<file path="config.mk">
export PLATFORM = sky130hd
export DESIGN_NAME = fit_partition_allocator_unit
export DESIGN_NICKNAME = d
export VERILOG_FILES = /design/src/rtl/core/fpa_pkg.sv /design/src/rtl/core/fpa_ram.sv /design/src/rtl/core/fpa_scan.sv /design/src/rtl/core/fit_partition_allocator_unit.sv
export SDC_FILE = /design/constraint.sdc
export NUM_CORES = 1
export LEC_CHECK = 0
export BUFFER_PORTS_ARGS = -buffer_cell sky130_fd_sc_hd__buf_2
export CAP_MARGIN = 25
export CORE_MARGIN = 2
export CORE_UTILIZATION = 60
export DETAILED_ROUTE_END_ITERATION = 7
export PLACE_DENSITY = 0.82
export SYNTH_ARGS = -nofsm -noshare
export SYNTH_HDL_FRONTEND = slang
export SYNTH_SLANG_ARGS = --single-unit
</file>
<file path="constraint.sdc">
create_clock -name clock -period 10.1 [get_ports clock]
set_input_delay 1.01 -clock clock [delete_from_list [all_inputs] [get_ports clock]]
set_output_delay 1.01 -clock clock [all_outputs]
set_load 0.1 [all_outputs]
</file>
<file path="src/rtl/core/fpa_pkg.sv">
// Shared types and constants of the partition allocator.
package fpa_pkg;

   localparam int INDEX_W    = 4;
   localparam int VALUE_W    = 16;
   localparam int CSR_ADDR_W = 1;
   localparam int CSR_DATA_W = 5;

   localparam logic FUNC_LOAD  = 1'b0;
   localparam logic FUNC_ALLOC = 1'b1;

   // placement rules: smallest fitting size, lowest fitting index, largest fitting size
   localparam logic [1:0] MODE_SMALLEST = 2'd0;
   localparam logic [1:0] MODE_LOWEST   = 2'd1;
   localparam logic [1:0] MODE_LARGEST  = 2'd2;

   localparam logic [CSR_ADDR_W-1:0] CSR_FIT_MODE      = 1'b0;
   localparam logic [CSR_ADDR_W-1:0] CSR_BLOCKS_IN_USE = 1'b1;

   localparam logic [1:0] FIT_MODE_RESET = MODE_SMALLEST;
   localparam logic [4:0] BLOCKS_RESET   = 5'd16;

   typedef struct packed {
      logic               func;
      logic [INDEX_W-1:0] part_index;
      logic [VALUE_W-1:0] size_value;
   } req_type;

   typedef struct packed {
      logic               granted;
      logic [INDEX_W-1:0] chosen_index;
      logic [VALUE_W-1:0] remaining_size;
   } rsp_type;

   typedef struct packed {
      logic [1:0] fit_mode;
      logic [4:0] blocks_in_use;
   } cfg_type;

   typedef enum logic [1:0] {
      ST_IDLE,
      ST_SCAN,
      ST_WRITE
   } state_type;

endpackage

</file>
<file path="src/rtl/core/fpa_ram.sv">
// Generic simple dual-port RAM with registered read.
module fpa_ram #(
   parameter int WIDTH = 16,
   parameter int DEPTH = 16
) (
   input  logic                     clock,
   input  logic                     we,
   input  logic [$clog2(DEPTH)-1:0] waddr,
   input  logic [WIDTH-1:0]         wdata,
   input  logic                     re,
   input  logic [$clog2(DEPTH)-1:0] raddr,
   output logic [WIDTH-1:0]         rdata
);

   logic [WIDTH-1:0] mem_ff [DEPTH];
   logic [WIDTH-1:0] rdata_ff;

   always_ff @(posedge clock) begin
      if (we) begin
         mem_ff[waddr] <= wdata;
      end
      if (re) begin
         rdata_ff <= mem_ff[raddr];
      end
   end

   assign rdata = rdata_ff;

endmodule

</file>
<file path="src/rtl/core/fpa_scan.sv">
// Scan sequencer with one shared compare unit and charge writeback.
module fpa_scan
   import fpa_pkg::*;
#(
   parameter int PARTITIONS = 16,
   parameter int SIZE_BITS  = 16
) (
   input  logic                          clock,
   input  logic                          reset,
   input  logic                          start,
   input  req_type                       req_data,
   input  cfg_type                       cfg,
   output logic                          busy,
   output logic                          rsp_valid,
   output rsp_type                       rsp_data,
   output logic                          ram_we,
   output logic [$clog2(PARTITIONS)-1:0] ram_waddr,
   output logic [SIZE_BITS-1:0]          ram_wdata,
   output logic                          ram_re,
   output logic [$clog2(PARTITIONS)-1:0] ram_raddr,
   input  logic [SIZE_BITS-1:0]          ram_rdata
);

   localparam int IDX_W = $clog2(PARTITIONS);
   localparam int CNT_W = $clog2(PARTITIONS + 1);

   state_type             state_ff, state_in;
   logic [CNT_W-1:0]      cnt_ff, cnt_in;
   logic [CNT_W-1:0]      limit_ff, limit_in;
   logic [1:0]            mode_ff, mode_in;
   logic [SIZE_BITS-1:0]  size_ff, size_in;
   logic                  rdv_ff, rdv_in;
   logic [IDX_W-1:0]      ridx_ff, ridx_in;
   logic                  found_ff, found_in;
   logic [IDX_W-1:0]      best_idx_ff, best_idx_in;
   logic [SIZE_BITS-1:0]  best_val_ff, best_val_in;
   logic [PARTITIONS-1:0] valid_ff, valid_in;
   logic                  rsp_valid_ff, rsp_valid_in;
   rsp_type               rsp_ff, rsp_in;

   logic                  accept;
   logic                  load_ok;
   logic                  mode_ok;
   logic [CNT_W-1:0]      lim_calc;
   logic                  last_data;
   logic [SIZE_BITS-1:0]  cur;
   logic                  take;
   logic [SIZE_BITS-1:0]  rem;

   assign accept   = start && (state_ff == ST_IDLE);
   assign load_ok  = (32'(req_data.part_index) < 32'(PARTITIONS));
   assign mode_ok  = (cfg.fit_mode == MODE_SMALLEST) || (cfg.fit_mode == MODE_LOWEST) ||
                     (cfg.fit_mode == MODE_LARGEST);
   assign lim_calc = (32'(cfg.blocks_in_use) > 32'(PARTITIONS)) ?
                     CNT_W'(PARTITIONS) : CNT_W'(cfg.blocks_in_use);
   assign last_data = rdv_ff && (ridx_ff == IDX_W'(limit_ff - CNT_W'(1)));

   // never-written entries read as zero
   assign cur  = valid_ff[ridx_ff] ? ram_rdata : '0;
   assign take = (cur >= size_ff) &&
                 (!found_ff ||
                  ((mode_ff == MODE_SMALLEST) && (cur < best_val_ff)) ||
                  ((mode_ff == MODE_LARGEST) && (cur > best_val_ff)));
   assign rem  = best_val_ff - size_ff;

   // next state
   always_comb begin
      state_in = state_ff;
      unique case (state_ff)
         ST_IDLE: begin
            if (accept && (req_data.func == FUNC_ALLOC)) begin
               state_in = (mode_ok && (lim_calc != '0)) ? ST_SCAN : ST_WRITE;
            end
         end
         ST_SCAN: begin
            if (last_data) begin
               state_in = ST_WRITE;
            end
         end
         ST_WRITE: begin
            state_in = ST_IDLE;
         end
         default: begin
            state_in = ST_IDLE;
         end
      endcase
   end

   // FSM outputs: RAM control
   always_comb begin
      busy      = (state_ff != ST_IDLE);
      ram_re    = 1'b0;
      ram_raddr = cnt_ff[IDX_W-1:0];
      ram_we    = 1'b0;
      ram_waddr = IDX_W'(req_data.part_index);
      ram_wdata = SIZE_BITS'(req_data.size_value);
      unique case (state_ff)
         ST_IDLE: begin
            ram_we = accept && (req_data.func == FUNC_LOAD) && load_ok;
         end
         ST_SCAN: begin
            ram_re = (cnt_ff < limit_ff);
         end
         ST_WRITE: begin
            ram_we    = found_ff;
            ram_waddr = best_idx_ff;
            ram_wdata = rem;
         end
         default: begin
            ram_re = 1'b0;
         end
      endcase
   end

   // datapath next values
   always_comb begin
      cnt_in       = cnt_ff;
      limit_in     = limit_ff;
      mode_in      = mode_ff;
      size_in      = size_ff;
      rdv_in       = 1'b0;
      ridx_in      = ridx_ff;
      found_in     = found_ff;
      best_idx_in  = best_idx_ff;
      best_val_in  = best_val_ff;
      valid_in     = valid_ff;
      rsp_valid_in = 1'b0;
      rsp_in       = rsp_ff;
      if (ram_we) begin
         valid_in[ram_waddr] = 1'b1;
      end
      unique case (state_ff)
         ST_IDLE: begin
            if (accept && (req_data.func == FUNC_ALLOC)) begin
               limit_in    = lim_calc;
               mode_in     = cfg.fit_mode;
               size_in     = SIZE_BITS'(req_data.size_value);
               cnt_in      = '0;
               found_in    = 1'b0;
               best_idx_in = '0;
               best_val_in = '0;
            end
         end
         ST_SCAN: begin
            rdv_in  = ram_re;
            ridx_in = cnt_ff[IDX_W-1:0];
            if (ram_re) begin
               cnt_in = cnt_ff + CNT_W'(1);
            end
            if (rdv_ff && take) begin
               found_in    = 1'b1;
               best_idx_in = ridx_ff;
               best_val_in = cur;
            end
         end
         ST_WRITE: begin
            rsp_valid_in          = 1'b1;
            rsp_in.granted        = found_ff;
            rsp_in.chosen_index   = found_ff ? INDEX_W'(best_idx_ff) : '0;
            rsp_in.remaining_size = found_ff ? VALUE_W'(rem) : '0;
         end
         default: begin
            rdv_in = 1'b0;
         end
      endcase
   end

   always_ff @(posedge clock) begin
      if (reset) begin
         state_ff     <= ST_IDLE;
         rdv_ff       <= 1'b0;
         found_ff     <= 1'b0;
         valid_ff     <= '0;
         rsp_valid_ff <= 1'b0;
      end else begin
         state_ff     <= state_in;
         rdv_ff       <= rdv_in;
         found_ff     <= found_in;
         valid_ff     <= valid_in;
         rsp_valid_ff <= rsp_valid_in;
      end
   end

   always_ff @(posedge clock) begin
      cnt_ff      <= cnt_in;
      limit_ff    <= limit_in;
      mode_ff     <= mode_in;
      size_ff     <= size_in;
      ridx_ff     <= ridx_in;
      best_idx_ff <= best_idx_in;
      best_val_ff <= best_val_in;
      rsp_ff      <= rsp_in;
   end

   assign rsp_valid = rsp_valid_ff;
   assign rsp_data  = rsp_ff;

endmodule

</file>
<file path="src/rtl/core/fit_partition_allocator_unit.sv">
// Load: a load request is absorbed in its accept cycle; busy stays low, no response.
// Allocate: ST_SCAN reads L = min(blocks_in_use, PARTITIONS) entries, ST_WRITE charges
// the pick, then the registered response strobes; ST_SCAN is skipped when the mode code
// is unused or L is zero. One compare unit takes one partition per cycle from the RAM
// read port. busy drops with the strobe, so the next request can be taken with it.
// Reset (sync, high): table all zero via valid bits, best fit, 16 in use; no rsp stall.
module fit_partition_allocator_unit
   import fpa_pkg::*;
#(
   parameter int PARTITIONS = 16,
   parameter int SIZE_BITS  = 16
) (
   input  logic                  clock,
   input  logic                  reset,
   // request channel
   input  logic                  start,
   output logic                  busy,
   input  req_type               req_data,
   // response channel
   output logic                  rsp_valid,
   output rsp_type               rsp_data,
   // register write port
   input  logic                  csr_we,
   input  logic [CSR_ADDR_W-1:0] csr_addr,
   input  logic [CSR_DATA_W-1:0] csr_wdata
);

   localparam int IDX_W = $clog2(PARTITIONS);

   // configuration registers
   logic [1:0] fit_mode_ff, fit_mode_in;
   logic [4:0] blocks_ff, blocks_in;
   cfg_type    cfg;

   always_comb begin
      fit_mode_in = fit_mode_ff;
      blocks_in   = blocks_ff;
      if (csr_we) begin
         unique case (csr_addr)
            CSR_FIT_MODE: begin
               fit_mode_in = csr_wdata[1:0];
            end
            CSR_BLOCKS_IN_USE: begin
               blocks_in = csr_wdata;
            end
            default: begin
               fit_mode_in = fit_mode_ff;
            end
         endcase
      end
   end

   always_ff @(posedge clock) begin
      if (reset) begin
         fit_mode_ff <= FIT_MODE_RESET;
         blocks_ff   <= BLOCKS_RESET;
      end else begin
         fit_mode_ff <= fit_mode_in;
         blocks_ff   <= blocks_in;
      end
   end

   assign cfg.fit_mode      = fit_mode_ff;
   assign cfg.blocks_in_use = blocks_ff;

   // free-size table
   logic                 ram_we;
   logic [IDX_W-1:0]     ram_waddr;
   logic [SIZE_BITS-1:0] ram_wdata;
   logic                 ram_re;
   logic [IDX_W-1:0]     ram_raddr;
   logic [SIZE_BITS-1:0] ram_rdata;

   fpa_ram #(
      .WIDTH (SIZE_BITS),
      .DEPTH (PARTITIONS)
   ) u_table (
      .clock (clock),
      .we    (ram_we),
      .waddr (ram_waddr),
      .wdata (ram_wdata),
      .re    (ram_re),
      .raddr (ram_raddr),
      .rdata (ram_rdata)
   );

   // scan sequencer: compare one entry per cycle, then charge the pick
   fpa_scan #(
      .PARTITIONS (PARTITIONS),
      .SIZE_BITS  (SIZE_BITS)
   ) u_scan (
      .clock     (clock),
      .reset     (reset),
      .start     (start),
      .req_data  (req_data),
      .cfg       (cfg),
      .busy      (busy),
      .rsp_valid (rsp_valid),
      .rsp_data  (rsp_data),
      .ram_we    (ram_we),
      .ram_waddr (ram_waddr),
      .ram_wdata (ram_wdata),
      .ram_re    (ram_re),
      .ram_raddr (ram_raddr),
      .ram_rdata (ram_rdata)
   );

endmodule

</file>
# After elaboration in Yosys (flattened, before gate mapping)

Memory sizes are Yosys's and may differ from the RTL's. A register that Yosys moved wholly into a read port is not among the register bits.
Index checks and enable logic that the tools add are counted.

Bits in writable memories: 256
Memories: 1
Register bits: 101
Output and inout port bits: 23

Memory list:

| name           | words | bits a word | rd ports | clocked after memory_dff | write ports | line          | text |
|---|---|---|---|---|---|---|---|
| u_table.mem_ff | 16    | 16          | 1        | 1                        | 1           | fpa_ram.sv:15 | `logic [WIDTH-1:0] mem_ff [DEPTH];` |

Add/sub/neg operators: 3
Bitwise logic cells: 4
Order comparisons: 8
Multiplexer cells: 29
Equality and inequality tests: 10
Reductions and logical operators: 28

Operators with widths:

| operator            | number |
|---|---|
| $mux 16             | 4 |
| $pmux 16 s2         | 1 |
| $ge 16x16->1        | 1 |
| $gt 16x16->1        | 1 |
| $lt 16x16->1        | 1 |
| $or 16x16->16       | 1 |
| $sub 16x16->16      | 1 |
| $mux 5              | 3 |
| $mux 4              | 3 |
| $logic_and 1x1->1   | 10 |
| $lt 4x5->1 const B  | 2 |
| $pmux 5 s2          | 1 |
| $mux 1              | 8 |
| $pmux 4 s2          | 1 |
| $reduce_and 2->1    | 4 |
| $eq 2x2->1 const B  | 3 |
| $logic_not 2->1     | 3 |
| $mux 2              | 3 |
| $reduce_and 3->1    | 2 |
| $add 5x1->5 const B | 1 |
| $gt 5x5->1 const B  | 1 |
| $lt 5x5->1          | 1 |
| $reduce_bool 5->1   | 1 |
| $bmux 1 s4          | 1 |
| 14 further kinds    | 24 |

# Depth between registers and ports, before layout

Depth in word-level cells: 11
Mapped depth: 16
Mapped depth without buffers: 13

# Cells and area by module

Synthesis repeated with hierarchy kept, for this count alone.

Cells, all modules: 985
Area, all modules: 15935.3 sq um

By module, submodules not included:

| module                       | sequential area each (sq um) | area each (sq um) | cells each | instances |
|---|---|---|---|---|
| fpa_ram                      | 8167.8                       | 10203.5           | 432        | 1 |
| fpa_scan                     | 2612.5                       | 5437.7            | 524        | 1 |
| fit_partition_allocator_unit | 140.1                        | 294.0             | 29         | 1 |

# Least setup slack after synthesis

OpenSTA, ideal clock, no wires.

Path type: flip-flop to flip-flop
Start point: register u_scan.ridx_ff[0]
End point: register u_scan.best_idx_ff[0], enable pin
Data required time: 9.701 ns
Clock period less this slack: 4.403 ns
Setup time: 0.399 ns
Stages on the path, launching flop included: 17
Slack: 5.697 ns
Data arrival time: 4.004 ns
Path through: edfxtp_1 buf_6 mux4_2 mux2i_2 mux2i_1 clkbuf_1 clkbuf_1 and2_1 ha_1 and3_1 a221oi_1 o211ai_1 o21ai_0 o31ai_1 mux2i_1 a21oi_1 o21ai_1

Word-level cells in the longest chain between the ends: 11
Elaborated cells between the ends (all ways): 14
Classes of those cells: order compare (3); eq/ne (1); mux (3); reduce/logical (7)

Ends and longest elaborated chain:

| item                                | line            | text |
|---|---|---|
| from (decl)                         | fpa_scan.sv:33  | `logic [IDX_W-1:0] ridx_ff, ridx_in;` |
| from (signal assigned)              | fpa_scan.sv:189 | `ridx_ff <= ridx_in;` |
| $bmux 1 s4 *                        | fpa_scan.sv:59  | `assign cur = valid_ff[ridx_ff] ? ram_rdata : '0;` |
| $mux 1 (not written as such) *      | fpa_scan.sv:59  |  |
| $mux 16 *                           | fpa_scan.sv:59  |  |
| named net u_scan.cur[11]            | fpa_scan.sv:46  | `logic [SIZE_BITS-1:0] cur;` |
| $lt 16x16->1                        | fpa_scan.sv:62  | `((mode_ff == MODE_SMALLEST) && (cur < best_val_ff)) \|\|` |
| $logic_and 1x1->1                   | fpa_scan.sv:62  |  |
| $logic_or 1x1->1                    | fpa_scan.sv:61  | `(!found_ff \|\|` |
| $logic_or 1x1->1                    | fpa_scan.sv:62  |  |
| $logic_and 1x1->1 *                 | fpa_scan.sv:60  | `assign take = (cur >= size_ff) &&` |
| $logic_and 1x1->1 *                 | fpa_scan.sv:150 | `if (rdv_ff && take) begin` |
| $ne 2x1->1 (no source line) *       | n/a             |  |
| $reduce_and 3->1 (no source line) * | n/a             |  |
| to (signal assigned)                | fpa_scan.sv:190 | `best_idx_ff <= best_idx_in;` |
| to (decl)                           | fpa_scan.sv:35  | `logic [IDX_W-1:0] best_idx_ff, best_idx_in;` |

The timed path passes the listed nets; every way through them passes the cells marked *. The select of a mux whose other input is x is not followed.
A chain may end at the register's enable or synchronous reset.

# Worst setup path in the final report

Start point: register u_scan.ridx_ff[0]
End point: register u_scan.best_val_ff[12], enable pin

Word-level cells in the longest chain between the ends: 11
Elaborated cells between the ends (all ways): 14
Classes of those cells: order compare (3); eq/ne (1); mux (3); reduce/logical (7)

Ends and longest elaborated chain:

| item                                | line            | text |
|---|---|---|
| $bmux 1 s4 *                        | fpa_scan.sv:59  |  |
| $mux 1 (not written as such) *      | fpa_scan.sv:59  |  |
| $mux 16 *                           | fpa_scan.sv:59  |  |
| named net u_scan.cur[5]             | fpa_scan.sv:46  |  |
| $lt 16x16->1                        | fpa_scan.sv:62  |  |
| $logic_and 1x1->1                   | fpa_scan.sv:62  |  |
| $logic_or 1x1->1                    | fpa_scan.sv:61  |  |
| $logic_or 1x1->1                    | fpa_scan.sv:62  |  |
| $logic_and 1x1->1 *                 | fpa_scan.sv:60  |  |
| $logic_and 1x1->1 *                 | fpa_scan.sv:150 |  |
| $ne 2x1->1 (no source line) *       | n/a             |  |
| $reduce_and 3->1 (no source line) * | n/a             |  |
| to (signal assigned)                | fpa_scan.sv:191 | `best_val_ff <= best_val_in;` |
| to (decl)                           | fpa_scan.sv:36  | `logic [SIZE_BITS-1:0] best_val_ff, best_val_in;` |

Marks and branches as above.

==> flow_summary.rst <==
.. list-table::
   :header-rows: 1

   * - Metric
     - Value
   * - Kind of launch point of the worst setup path
     - flip-flop
   * - Max rail drop VDD
     - 0.000218 V
   * - Cell type contributing the most total cell area after synthesis
     - sky130_fd_sc_hd__edfxtp_1
   * - Wire length reported by the detailed router
     - 35.4 mm
   * - Top post-synthesis cells by area
     - sky130_fd_sc_hd__edfxtp_1 (66%), sky130_fd_sc_hd__mux4_2 (12%), sky130_fd_sc_hd__ha_1 (4.0%)
   * - Peak clock frequency supported by timing
     - 214 MHz
   * - Port-buffer cells
     - 53
   * - Critical Path Slowest Stage Cell
     - sky130_fd_sc_hd__o21ai_2
   * - Via count
     - 8843
   * - Final Max Slew Viols
     - 0
   * - Seq cells post-synth
     - 373
   * - First-pass GRT wire length
     - 53.9 mm
   * - Number of diodes
     - 0
   * - Cell Area, Synth
     - 0.0158 mm2
   * - Outcome
     - complete, no violations
   * - Count of hold buffers inserted by post-cts repair
     - 0
   * - Buffer levels on the longest clock path
     - 3
   * - RSZ-0062 raised after global routing
     - no
   * - Floorplan die height
     - 166 um
   * - Average wire per cell in the routed design
     - 25.2 um
   * - Final Instance Area
     - 0.0178 mm2
   * - Count of cells resized by post-cts repair
     - 0
   * - Clock Tree Root
     - sky130_fd_sc_hd__clkbuf_16
   * - Overall Global Routing Usage
     - 26.1%
   * - Standby leakage power
     - 6.37 nW
   * - DRT iter0 DRCs
     - 981
   * - Final critical path time including I/O delays and setup
     - 4.68 ns
   * - Post-route setup slack
     - 5.42 ns
   * - Critical path cell sequence
     - mux4_2 > mux2i_2 > mux2i_1 > buf_4 > and2_1 > ha_1 > a21o_1 > a21o_1 > a211o_1 > a31oi_1 > o31ai_1 > mux2i_1 > a21oi_1 > o21ai_2
   * - Area growth, synth to finish
     - 12.9%
   * - Number of post-CTS setup repair buffers
     - 0
   * - Worst setup slack before clock tree synthesis
     - 5.50 ns
   * - # rows
     - 59
   * - CTS sink cnt
     - 373
   * - Number of nets in the layout
     - 1123
   * - Boundary Pins
     - 54
   * - Insertion delay to the later sink of the worst-skew pair
     - 0.52 ns
   * - CTS buffer count
     - 36
   * - Detailed-route vias per instance
     - 6.30
   * - Die Footprint
     - 0.0277 mm2
   * - Power consumption
     - 3.33 mW
   * - Final weighted congestion in routability-driven placement
     - 0.905
   * - CTS tree
     - done
   * - Final Non-Filler Cells
     - 1403
   * - Sequential fraction of the synthesis area
     - 69.1%
   * - Average footprint of a synthesized cell
     - 16.7 um2
   * - Number of flops mapped to enable cells by yosys
     - 345
   * - Final period utilization
     - 46.3%
   * - Worst path arrival time
     - 4.81 ns
   * - Required arrival time at the worst endpoint
     - 10.23 ns
   * - Endpoints failing hold
     - 0
   * - Share of post-route cells with drive strength above 1
     - 24.3%
   * - Clock H-tree levels
     - 2
   * - Cell Count Post-Placement
     - 1333
   * - Post-placement cell area
     - 0.0167 mm2
   * - Final standard cell utilization of the core
     - 68.7%
   * - Worst setup EP type
     - flip-flop
   * - Worst slew slack as a fraction of its limit
     - 33.6%
   * - HPWL reported at the end of detailed placement
     - 21.9 mm
   * - Placeable Area
     - 0.0260 mm2
   * - Pre-Repair DR Iteration Count
     - 5
   * - Cell family contributing the most delay on the critical path
     - compound AO/OA/AOI/OAI gates
   * - Multi-input combinational cell area
     - 0.00462 mm2
   * - Smallest hold slack
     - 0.470 ns
   * - Delay of the slowest cell on the worst path
     - 0.74 ns
   * - Syn Nets
     - 1028
   * - Commonest cells after routing, fill and taps aside
     - sky130_fd_sc_hd__edfxtp_1 (345), sky130_fd_sc_hd__mux4_2 (84), sky130_fd_sc_hd__nor2_1 (67), sky130_fd_sc_hd__buf_2 (53), sky130_fd_sc_hd__ha_1 (51)
   * - Buf+Inv Stages, Crit Path
     - 1
   * - Die Width
     - 166 um
   * - Type of the worst min-delay path
     - reg -> reg
   * - Pin count of the biggest net entering global routing
     - 68
   * - Critical path fanouts, max
     - 29
   * - Area used by sequential logic in the layout
     - 0.0109 mm2
   * - Crit Path Class
     - reg -> reg
   * - Final TNS setup
     - 0 ns
   * - Most frequent standard cell in the layout excluding fill and tap cells
     - sky130_fd_sc_hd__edfxtp_1
   * - Transition time of the tightest slew-check pin
     - 0.996 ns
   * - Number of unique standard cell types used by synthesis
     - 55
   * - Fraction of registers with async set or reset after synthesis
     - 0%
   * - Via count of the first global-routing pass
     - 8985
   * - Worst Clk Skew
     - 0.0138 ns
   * - Max-cap viol count
     - 0
   * - Area share of the largest cell type after synthesis
     - 65.6%
   * - Power per Cell Area
     - 187 mW/mm2
   * - Post-route DRC violation count
     - 0
   * - Starting Density
     - 60.8%
   * - Total of warnings raised by yosys
     - 0
   * - Initial antenna violation count
     - 0
   * - Number of instances in the synthesized netlist
     - 945
   * - Clock Pin Slew Worst Setup and Hold Paths
     - 0.06 ns
   * - Number of setup violations in the final report
     - 0
   * - Number of fillers in the final layout
     - 1586
   * - Primary FF master, synth
     - sky130_fd_sc_hd__edfxtp_1
   * - Global route overflow
     - 0
   * - ANT nets after route
     - 0
[sequential cells by signal (all words and copies together), names as in the netlist]
signal              cells
fit_mode_ff             2
u_table.rdata          16
u_scan.limit_ff         5
u_scan.best_val_ff     16
u_scan.valid_ff        16
u_scan.ridx_ff          4
u_scan.cnt_ff           5
u_scan.state_ff         2
u_scan.rsp_valid        1
u_scan.rdv_ff           1
u_scan.mode_ff          2
u_scan.found_ff         1
u_scan.rsp_data        21
u_scan.best_idx_ff      4
blocks_ff               5
u_table.mem_ff        256
u_scan.size_ff         16
[layout make-up]
type,instances,share of cell area (%)
inverter,46,0.968
clock inverter,16,0.624
sequential,373,61.2
clock buffer,50,5.69
timing repair buffer,93,3.28
multi-input combinational,490,25.9
tap,335,2.35
[worst reg2reg max path: stages, from the launching register on]
cell and delay (ns):
sky130_fd_sc_hd__edfxtp_1 0.56, sky130_fd_sc_hd__mux4_2 0.59, sky130_fd_sc_hd__mux2i_2 0.29, sky130_fd_sc_hd__mux2i_1 0.12, sky130_fd_sc_hd__buf_4 0.23, sky130_fd_sc_hd__and2_1 0.22, sky130_fd_sc_hd__ha_1 0.31, sky130_fd_sc_hd__a21o_1 0.18
sky130_fd_sc_hd__a21o_1 0.18, sky130_fd_sc_hd__a211o_1 0.29, sky130_fd_sc_hd__a31oi_1 0.18, sky130_fd_sc_hd__o31ai_1 0.12, sky130_fd_sc_hd__mux2i_1 0.17, sky130_fd_sc_hd__a21oi_1 0.09, sky130_fd_sc_hd__o21ai_2 0.75
[cell usage after synthesis, drive strengths merged, types with 6 or more instances]
master,number
nand2b,10
and2,27
nand2,38
nand3,12
a31oi,6
xnor2,7
clkbuf,26
nor3,12
a21oi,25
nor2b,9
mux4,84
and3,18
nor3b,7
buf,10
nor2,83
o21ai,30
dfxtp,28
xor2,14
edfxtp,345
o21a,6
inv,44
ha,51
[final timing paths]
| kind | startpoint | end | slack, ns | cells past startpoint |
|---|---|---|---|---|
| worst max-delay path | u_scan.ridx_ff[0] | u_scan.best_val_ff[12] | 5.42 | 14 |
| worst min register to register | fit_mode_ff[1] | u_scan.mode_ff[1] | 0.47 | 0 |
| worst max register to register | u_scan.ridx_ff[0] | u_scan.best_val_ff[12] | 5.42 | 14 |
| worst min-delay path | fit_mode_ff[1] | u_scan.mode_ff[1] | 0.47 | 0 |
[report_power, final]
part           total (mW)  switching (mW)  internal (mW)
sequential           1.75          0.0171           1.74
combinational       0.295           0.182          0.113
clock                1.28           0.548          0.732
total                3.33           0.748           2.58
[layer usage]
layer	global-route usage (%)	part of all wire, %
met1	35.2	39
met2	42.9	49
met3	5.15	8.3
met4	9.97	3.8
met5	0	0
[kinds of logic (layout without fill, tap and decap cells)]
family / Yosys count / in the layout / synth area share [%]
adders and majority gates: 52 / 52 / 4.16
DFF: 373 / 373 / 69.1
and+or+nand+nor: 227 / 227 / 7.02
muxes: 89 / 89 / 12.3
xor gates and xnor gates: 21 / 21 / 1.16
AOI/OAI and AO/OA: 101 / 101 / 4.18
buffers and inverters: 82 / 205 / 2.03
Power figures use the tool's default switching activity.
